`src/hw/rtl/assert_macros.svh`:
```
// Assertion helpers; clk and arst_n must exist in the including module.
`ifndef ASSERT_MACROS_SVH
`define ASSERT_MACROS_SVH

`ifndef ASSERT_OFF
`define QPD_ASSERT(lbl, prop, msg) \
	lbl: assert property (@(posedge clk) disable iff (!arst_n) prop) else $error(msg);
`define QPD_NEVER(lbl, cond, msg) \
	lbl: assert property (@(posedge clk) disable iff (!arst_n) !(cond)) else $error(msg);
`else
`define QPD_ASSERT(lbl, prop, msg)
`define QPD_NEVER(lbl, cond, msg)
`endif

`endif

```
`src/hw/rtl/qpd_pkg.sv`:
```
package qpd_pkg;

	localparam logic [7:0] CH_EQ = 8'h3D;
	localparam logic [7:0] CH_CR = 8'h0D;
	localparam logic [7:0] CH_LF = 8'h0A;

	localparam int QDEPTH = 4;
	localparam int QPTR_W = $clog2(QDEPTH);
	localparam int QCNT_W = $clog2(QDEPTH + 1);

	typedef enum logic [1:0] {
		PH_IDLE = 2'd0,
		PH_EQ   = 2'd1,
		PH_HELD = 2'd2
	} phase_t;

	typedef struct packed {
		logic [7:0] in_byte;
		logic       end_of_input;
	} enc_t;

	typedef struct packed {
		logic [7:0] out_byte;
		logic       byte_valid;
		logic       end_of_output;
	} dec_t;

	// One queue entry: up to three decoded bytes from one input beat
	typedef struct packed {
		logic [2:0][7:0] bytes;
		logic [1:0]      nbytes;
		logic            last;
	} cmd_t;

	function automatic logic is_hex(input logic [7:0] c);
		return (c >= 8'h30 && c <= 8'h39) || (c >= 8'h41 && c <= 8'h46) ||
			(c >= 8'h61 && c <= 8'h66);
	endfunction

	function automatic logic [3:0] hex_val(input logic [7:0] c);
		logic [7:0] d;
		d = 8'h00;
		if (c >= 8'h30 && c <= 8'h39) begin
			d = c - 8'h30;
		end else if (c >= 8'h41 && c <= 8'h46) begin
			d = c - 8'h37;
		end else if (c >= 8'h61 && c <= 8'h66) begin
			d = c - 8'h57;
		end
		return d[3:0];
	endfunction

endpackage

```
`src/hw/rtl/qpd_front.sv`:
```
module qpd_front
	import qpd_pkg::*;
(
	input  logic clk,
	input  logic arst_n,
	input  logic push,
	input  enc_t enc,
	output logic full,
	input  logic q_full,
	output logic q_wr,
	output cmd_t q_wdata
);

	phase_t     phase_q;
	logic [7:0] held_q;
	phase_t     phase_d;
	logic [7:0] held_d;
	logic       accept;
	logic [1:0] n;
	logic [7:0] lst [4];

	assign full   = q_full;
	assign accept = push && !q_full;

	always_comb begin
		logic [7:0] b;
		b       = enc.in_byte;
		n       = 2'd0;
		lst[0]  = 8'h00;
		lst[1]  = 8'h00;
		lst[2]  = 8'h00;
		lst[3]  = 8'h00;
		phase_d = PH_IDLE;
		held_d  = held_q;
		unique case (phase_q)
			PH_EQ: begin
				if (is_hex(b) || b == CH_CR) begin
					held_d  = b;
					phase_d = PH_HELD;
				end else begin
					lst[n] = CH_EQ;
					n      = n + 2'd1;
					if (b == CH_EQ) begin
						phase_d = PH_EQ;
					end else begin
						lst[n] = b;
						n      = n + 2'd1;
					end
				end
			end
			PH_HELD: begin
				if (held_q == CH_CR && b == CH_LF) begin
					// soft line break
				end else if (is_hex(held_q) && is_hex(b)) begin
					lst[n] = {hex_val(held_q), hex_val(b)};
					n      = n + 2'd1;
				end else begin
					lst[n] = CH_EQ;
					n      = n + 2'd1;
					lst[n] = held_q;
					n      = n + 2'd1;
					if (b == CH_EQ) begin
						phase_d = PH_EQ;
					end else begin
						lst[n] = b;
						n      = n + 2'd1;
					end
				end
			end
			default: begin
				if (b == CH_EQ) begin
					phase_d = PH_EQ;
				end else begin
					lst[n] = b;
					n      = n + 2'd1;
				end
			end
		endcase
		if (enc.end_of_input) begin
			// flush whatever escape is still open
			if (phase_d == PH_EQ) begin
				lst[n] = CH_EQ;
				n      = n + 2'd1;
			end else if (phase_d == PH_HELD) begin
				lst[n] = CH_EQ;
				n      = n + 2'd1;
				lst[n] = held_d;
				n      = n + 2'd1;
			end
			phase_d = PH_IDLE;
			held_d  = 8'h00;
		end
	end

	assign q_wr            = accept && (n != 2'd0 || enc.end_of_input);
	assign q_wdata.bytes   = {lst[2], lst[1], lst[0]};
	assign q_wdata.nbytes  = n;
	assign q_wdata.last    = enc.end_of_input;

	always_ff @(posedge clk or negedge arst_n) begin
		if (!arst_n) begin
			phase_q <= PH_IDLE;
			held_q  <= 8'h00;
		end else if (accept) begin
			phase_q <= phase_d;
			held_q  <= held_d;
		end
	end

endmodule

```
`src/hw/rtl/qpd_fifo.sv`:
```
`include "assert_macros.svh"

module qpd_fifo
	import qpd_pkg::*;
(
	input  logic clk,
	input  logic arst_n,
	input  logic wr,
	input  cmd_t wdata,
	input  logic rd,
	output cmd_t rdata,
	output logic full,
	output logic empty
);

	cmd_t              mem_q [QDEPTH];
	logic [QPTR_W-1:0] wptr_q;
	logic [QPTR_W-1:0] rptr_q;
	logic [QCNT_W-1:0] count_q;
	logic              do_wr;
	logic              do_rd;

	assign full  = count_q == QCNT_W'(QDEPTH);
	assign empty = count_q == '0;
	assign do_wr = wr && !full;
	assign do_rd = rd && !empty;
	assign rdata = mem_q[rptr_q];

	always_ff @(posedge clk) begin
		if (do_wr) begin
			mem_q[wptr_q] <= wdata;
		end
	end

	always_ff @(posedge clk or negedge arst_n) begin
		if (!arst_n) begin
			wptr_q  <= '0;
			rptr_q  <= '0;
			count_q <= '0;
		end else begin
			if (do_wr) begin
				wptr_q <= wptr_q + 1'b1;
			end
			if (do_rd) begin
				rptr_q <= rptr_q + 1'b1;
			end
			if (do_wr && !do_rd) begin
				count_q <= count_q + 1'b1;
			end else if (do_rd && !do_wr) begin
				count_q <= count_q - 1'b1;
			end
		end
	end

	`QPD_NEVER(a_cnt_range, count_q > QCNT_W'(QDEPTH), "queue count beyond depth")
	`QPD_ASSERT(a_ptr_gap, (QPTR_W'(wptr_q - rptr_q) == count_q[QPTR_W-1:0]), "pointers disagree with count")
	`QPD_ASSERT(a_grow, (do_wr && !do_rd) |=> count_q == $past(count_q) + 1'b1, "queue count failed to grow")

endmodule

```
`src/hw/rtl/qpd_back.sv`:
```
`include "assert_macros.svh"

module qpd_back
	import qpd_pkg::*;
(
	input  logic clk,
	input  logic arst_n,
	input  logic q_empty,
	input  cmd_t q_rdata,
	output logic q_rd,
	output logic empty,
	input  logic pop,
	output dec_t dec
);

	logic [1:0] idx_q;
	logic       out_valid_q;
	dec_t       dec_q;
	logic [1:0] n;
	logic       last_res;
	logic       load;
	logic [7:0] cur_byte;

	// an entry with no bytes still yields one end-only result
	assign n        = (q_rdata.nbytes == 2'd0) ? 2'd1 : q_rdata.nbytes;
	assign last_res = idx_q == (n - 2'd1);
	assign load     = !q_empty && (!out_valid_q || pop);
	assign q_rd     = load && last_res;

	always_comb begin
		case (idx_q)
			2'd0:    cur_byte = q_rdata.bytes[0];
			2'd1:    cur_byte = q_rdata.bytes[1];
			2'd2:    cur_byte = q_rdata.bytes[2];
			default: cur_byte = 8'h00;
		endcase
	end

	always_ff @(posedge clk or negedge arst_n) begin
		if (!arst_n) begin
			idx_q       <= 2'd0;
			out_valid_q <= 1'b0;
		end else begin
			if (load) begin
				idx_q       <= last_res ? 2'd0 : idx_q + 2'd1;
				out_valid_q <= 1'b1;
			end else if (pop) begin
				out_valid_q <= 1'b0;
			end
		end
	end

	always_ff @(posedge clk) begin
		if (load) begin
			dec_q.out_byte      <= (q_rdata.nbytes == 2'd0) ? 8'h00 : cur_byte;
			dec_q.byte_valid    <= q_rdata.nbytes != 2'd0;
			dec_q.end_of_output <= q_rdata.last && last_res;
		end
	end

	assign empty = !out_valid_q;
	assign dec   = dec_q;

	`QPD_ASSERT(a_idx_in_range, !q_empty |-> idx_q < n, "result index past entry")
	`QPD_ASSERT(a_idx_idle, q_empty |-> idx_q == 2'd0, "result index left mid-entry")
	`QPD_ASSERT(a_fill, (!q_empty && !out_valid_q) |=> out_valid_q, "output slot not filled")

endmodule

```
`src/hw/rtl/quoted_printable_decoder.sv`:
```
// Quoted-printable decoder, one encoded byte per beat, up to three results per beat.
// With queue and output slot empty, a beat's first result is written into the queue
// and then registered into the output slot before it shows on dec (empty low).
// Throughput: one input beat per cycle while full is low, one result per cycle while
// pop is high; a beat's k results leave in turn, and a four-entry queue absorbs bursts.
// Reset (arst_n low, asynchronous): escape state, queue and output slot cleared.
module quoted_printable_decoder
	import qpd_pkg::*;
(
	input  logic clk,
	input  logic arst_n,
	input  logic push,
	input  enc_t enc,
	output logic full,
	output logic empty,
	input  logic pop,
	output dec_t dec
);

	logic q_full;
	logic q_empty;
	logic q_wr;
	logic q_rd;
	cmd_t q_wdata;
	cmd_t q_rdata;

	qpd_front u_front (
		.clk     (clk),
		.arst_n  (arst_n),
		.push    (push),
		.enc     (enc),
		.full    (full),
		.q_full  (q_full),
		.q_wr    (q_wr),
		.q_wdata (q_wdata)
	);

	qpd_fifo u_fifo (
		.clk    (clk),
		.arst_n (arst_n),
		.wr     (q_wr),
		.wdata  (q_wdata),
		.rd     (q_rd),
		.rdata  (q_rdata),
		.full   (q_full),
		.empty  (q_empty)
	);

	qpd_back u_back (
		.clk     (clk),
		.arst_n  (arst_n),
		.q_empty (q_empty),
		.q_rdata (q_rdata),
		.q_rd    (q_rd),
		.empty   (empty),
		.pop     (pop),
		.dec     (dec)
	);

endmodule

```
`config.mk`:
```
export PLATFORM = sky130hd
export DESIGN_NAME = quoted_printable_decoder
export DESIGN_NICKNAME = d
export VERILOG_FILES = /design/src/hw/rtl/qpd_pkg.sv /design/src/hw/rtl/qpd_front.sv /design/src/hw/rtl/qpd_fifo.sv /design/src/hw/rtl/qpd_back.sv /design/src/hw/rtl/quoted_printable_decoder.sv
export VERILOG_INCLUDE_DIRS = /design/src /design/src/hw/rtl
export SDC_FILE = /design/constraint.sdc
export NUM_CORES = 1
export LEC_CHECK = 0
export ABC_AREA = 1
export BUFFER_PORTS_ARGS = -buffer_cell sky130_fd_sc_hd__buf_2
export CAP_MARGIN = 40
export CELL_PAD_IN_SITES_DETAIL_PLACEMENT = 2
export CELL_PAD_IN_SITES_GLOBAL_PLACEMENT = 2
export CORE_UTILIZATION = 44
export DETAILED_ROUTE_END_ITERATION = 7
export GPL_TIMING_DRIVEN = 0
export PLACE_DENSITY_LB_ADDON = 0.1
export SETUP_SLACK_MARGIN = 0.2
export SLEW_MARGIN = 15
export SYNTH_ARGS = -nofsm -noshare
export SYNTH_HDL_FRONTEND = slang
export SYNTH_SLANG_ARGS = --single-unit
```
`constraint.sdc`:
```
create_clock -name clk -period 4.46 [get_ports clk]
set_input_delay 0.669 -clock clk [delete_from_list [all_inputs] [get_ports clk]]
set_output_delay 0.669 -clock clk [all_outputs]
set_load 0.05 [all_outputs]
```
==> out/qor.csv <==
stage,metric,value,unit
critical_path,setup.worst_path.start_class,flip-flop,
critical_path,reg2reg_setup_slack,0.87,ns
outcome,outcome,finished clean,
cells_and_area,synthToLayoutAreaGrowth,15.4,%
power,switching_fraction_of_total_power,0.411,
cells_and_area,finalCoreUtilization,0.522,
drt,route.final.wire_length,26100,um
synth,synth.avg_cell_area,9.81,um2
drt,post_drt_wl_per_cell,26.8,um
global_route,overflow,0,
synth,number_of_enable_type_register_cells_in_the_synthesized_netlist,118,
floorplan,dieHeight,127,um
clock_network,cts.path.max_buffers,2,
critical_path,setup.worst_path.end,u_fifo.count_q[2],
cells_and_area,diode_insertion_count_for_antenna_repair,0,
synth,number_of_register_bits_inferred_by_synthesis,138,
power,pwr_density_cell,647,nW/um2
timing,setup_viol,0,
critical_path,reg2reg_to,u_fifo.count_q[2],
floorplan,boundaryPins,25,
drt,top_layer,met4,
cells_and_area,design_area,7960,um2
drt,met2WireLength,13300,um
critical_path,worst_r2r_startpoint,u_front.held_q[1],
timing,post-route-period-util,0.805,
power,switchingPower,2120,uW
clock_network,cts_inserted_buffers,17,
clock_network,cts_setup_buffers,0,
worst_hold_path,timing.hold.worst.class,in2async,
power,clockPowerShare,0.272,
critical_path,critPathRequiredTime,4.76,ns
synth,synthesis.nets,740,
cells_and_area,most-common-layout-cells,"nand2_1 (144), edfxtp_1 (118), nor2_1 (78), o21ai_0 (71), inv_1 (68)",
drt,m1WireLength,10000,um
floorplan,fp.dieArea,16200,um2
cells_and_area,final_net_count,787,
floorplan,die-width,127,um
timing,whs,0.196,ns
global_route,global_route.usage.total,0.342,
synth,synth_ff_type,edfxtp_1,
floorplan,floorplan.rows,45,
drt,routed-via-count,5759,
power,share_seq_of_total_power,0.359,
global_route,grt_max_degree,23,
placement,finalWeightedCongestion,0.881,
drt,viasPerCell,5.91,
critical_path,timing.reg2reg.worst_path_depth,19,
drt,drt_first_iter_violations,432,
timing,fin_worst_skew,0.0136,ns
clock_network,tritoncts,built,
cells_and_area,layout.cells.most_common,nand2_1,
global_route,grt_pass1_wl,39600,um
synth,synth-async-reset-ratio,0.145,
power,power_report.internal_total,3040,uW
synth,post_synth_instance_area,6900,um2
job,drv.max_cap_violation_count,0,
clock_network,clock_insertion_delay_worst_skew,0.43,ns
timing,maxClockFrequency,279,MHz
clock_network,cts_htree_levels,4,
timing,finalMaxSlewViolations,0,
clock_network,post_cts_resized,0,
critical_path,cp_max_fo,7,
timing,finalSetupTns,0,ns
timing,hold_viol_final,0,
timing,transition_time_at_the_pin_with_the_least_slew_margin,0.747,ns
clock_network,cts.root.buffer_cell,clkbuf_16,
power,power.static_leakage,0.00330,uW
synth,synthesis.yosys.warnings,0,
synth,synth.yosys.seq_area_share,0.586,
power,max-vdd-ir-drop,317,uV
floorplan,initial_core_util,0.452,
drt,wl_met3,1290,um
timing,final.min_clock_period,3.59,ns
drt,antenna_violating_nets_post_route,0,
power,post_layout_power,5150,uW
global_route,grt_pass1_vias,6544,
global_route,grt_antenna_before_repair,0,
synth,synthCells,704,
timing,rsz_0062_raised_after_global_routing,false,
drt,drc_errors,0,
critical_path,worst_setup_path_category,reg2reg,
power,share_of_power_burned_in_combinational_logic,0.370,
synth,synth.distinct_cells,39,
cells_and_area,final_layout_size_suffix_gt1_frac,0.130,
clock_network,holdBufCountCts,0,
critical_path,worst_setup_path_startpoint,u_front.held_q[1],
placement,dpl.hpwl,18200,um
placement,area_after_detailed_placement,7400,um2
placement,placement.io_buffers,23,
critical_path,end_kind,flip-flop,
critical_path,arrival,3.89,ns
floorplan,design.core.area,15300,um2
timing,slew_headroom,0.498,
clock_network,cts.sinks,138,
drt,detailedRoute.firstPassIterationCount,5,
clock_network,worst_setup_hold_path_clk_slew,0.06,ns
-- metal layers --
metal  up-vias  global-route usage
met5         -                   0
met4         0               0.209
met3        83              0.0670
met2       228               0.597
met1      2941               0.389
li1       2507                   -
-- how the worst min path moves through the flow --
stage,endpoint,slack [ns],cells past startpoint
finish,u_back.idx_q[0],0.20,1
detailed placement,u_fifo.wptr_q[1],0.55,2
global placement,u_fifo.wptr_q[1],0.51,2
floorplan,u_back.idx_q[0],0.37,0
CTS,u_back.idx_q[0],0.20,1
global route,u_back.idx_q[0],0.23,1
-- power by group through the flow --
| stage | combinational, uW | clock, uW | sequential (uW) |
|---|---|---|---|
| final | 1900 | 1400 | 1850 |
| after global routing | 2050 | 1450 | 1860 |
| after CTS | 1910 | 1410 | 1850 |
| after detailed placement | 1860 | 0 | 1870 |
| after global placement | 1650 | 0 | 1840 |
| after floorplan | 970 | 0 | 1990 |
-- final cells by class --
type / instances / area (um2)
clock inverter: 11 / 123
timing repair buffer: 28 / 206
sequential: 138 / 4040
fill: 1580 / 7300
multi-input combinational: 466 / 2480
tap: 211 / 264
clock buffer: 21 / 440
buffer: 25 / 118
inverter: 75 / 284
-- logic make-up (layout without fill, tap and decap cells) --
kind of cell / count (synthesis) / after routing / share of synthesized area
adder cells (fa/ha/maj): 23 / 23 / 0.0428
XOR/XNOR: 6 / 6 / 0.00761
AO/OA/AOI/OAI: 150 / 150 / 0.121
AND/OR/NAND/NOR: 287 / 287 / 0.185
buffers and inverters: 100 / 160 / 0.0582
flip-flops: 138 / 138 / 0.586
-- per-stage QoR --
| stage | instances | worst slack, ns |
|---|---|---|
| 3_5_place_dp | 943 | 0.702 |
| 5_1_grt | 975 | 0.749 |
| 3_3_place_gp | 938 | 0.361 |
| 4_1_cts | 975 | 0.966 |
| 2_1_floorplan | 704 | 1.44 |
| 6_report | 975 | 0.870 |
-- synthesized netlist by cell type (2+ instances only) --
cell type / n / area share
o21ai_1: 8 / 0.0058
buf_2: 4 / 0.0029
nand2_4: 8 / 0.013
nand3_2: 3 / 0.0044
nand2_2: 5 / 0.0045
nand4_1: 3 / 0.0027
clkbuf_1: 18 / 0.0098
edfxtp_1: 118 / 0.51
nand3_1: 31 / 0.022
o21ai_0: 71 / 0.051
inv_1: 68 / 0.037
nand2_1: 144 / 0.078
o22ai_1: 41 / 0.037
buf_6: 2 / 0.0033
nor2_4: 3 / 0.0049
dfrtp_1: 20 / 0.073
inv_2: 6 / 0.0033
nor2_2: 5 / 0.0045
nor2_1: 78 / 0.042
nor3_1: 3 / 0.0022
a21oi_1: 20 / 0.015
o31ai_1: 2 / 0.0022
o211ai_1: 2 / 0.0022
xor2_1: 5 / 0.0063
ha_1: 22 / 0.040
-- registers in the layout, summed over array words and instances, names as in the netlist --
register	count
u_fifo.mem_q	108
u_front.held_q	8
u_fifo.wptr_q	2
u_front.phase_q	2
u_back.idx_q	2
u_fifo.rptr_q	2
u_back.dec	10
u_fifo.count_q	3
u_back.out_valid_q	1
-- critical path: stages, from the launching register on --
cell	delay, ns
dfrtp_1	0.49
inv_1	0.16
ha_1	0.26
nand2_1	0.09
nand3_1	0.10
nand2_1	0.21
nand2_1	0.17
nand2_1	0.13
nand2_2	0.09
o21ai_1	0.15
nand2_2	0.14
nand3_2	0.13
nand2_4	0.12
inv_1	0.11
ha_1	0.14
inv_1	0.08
fa_1	0.47
a21oi_1	0.16
o21ai_0	0.12
xor2_1	0.15
No activity file was read; power rests on OpenSTA's default activity.
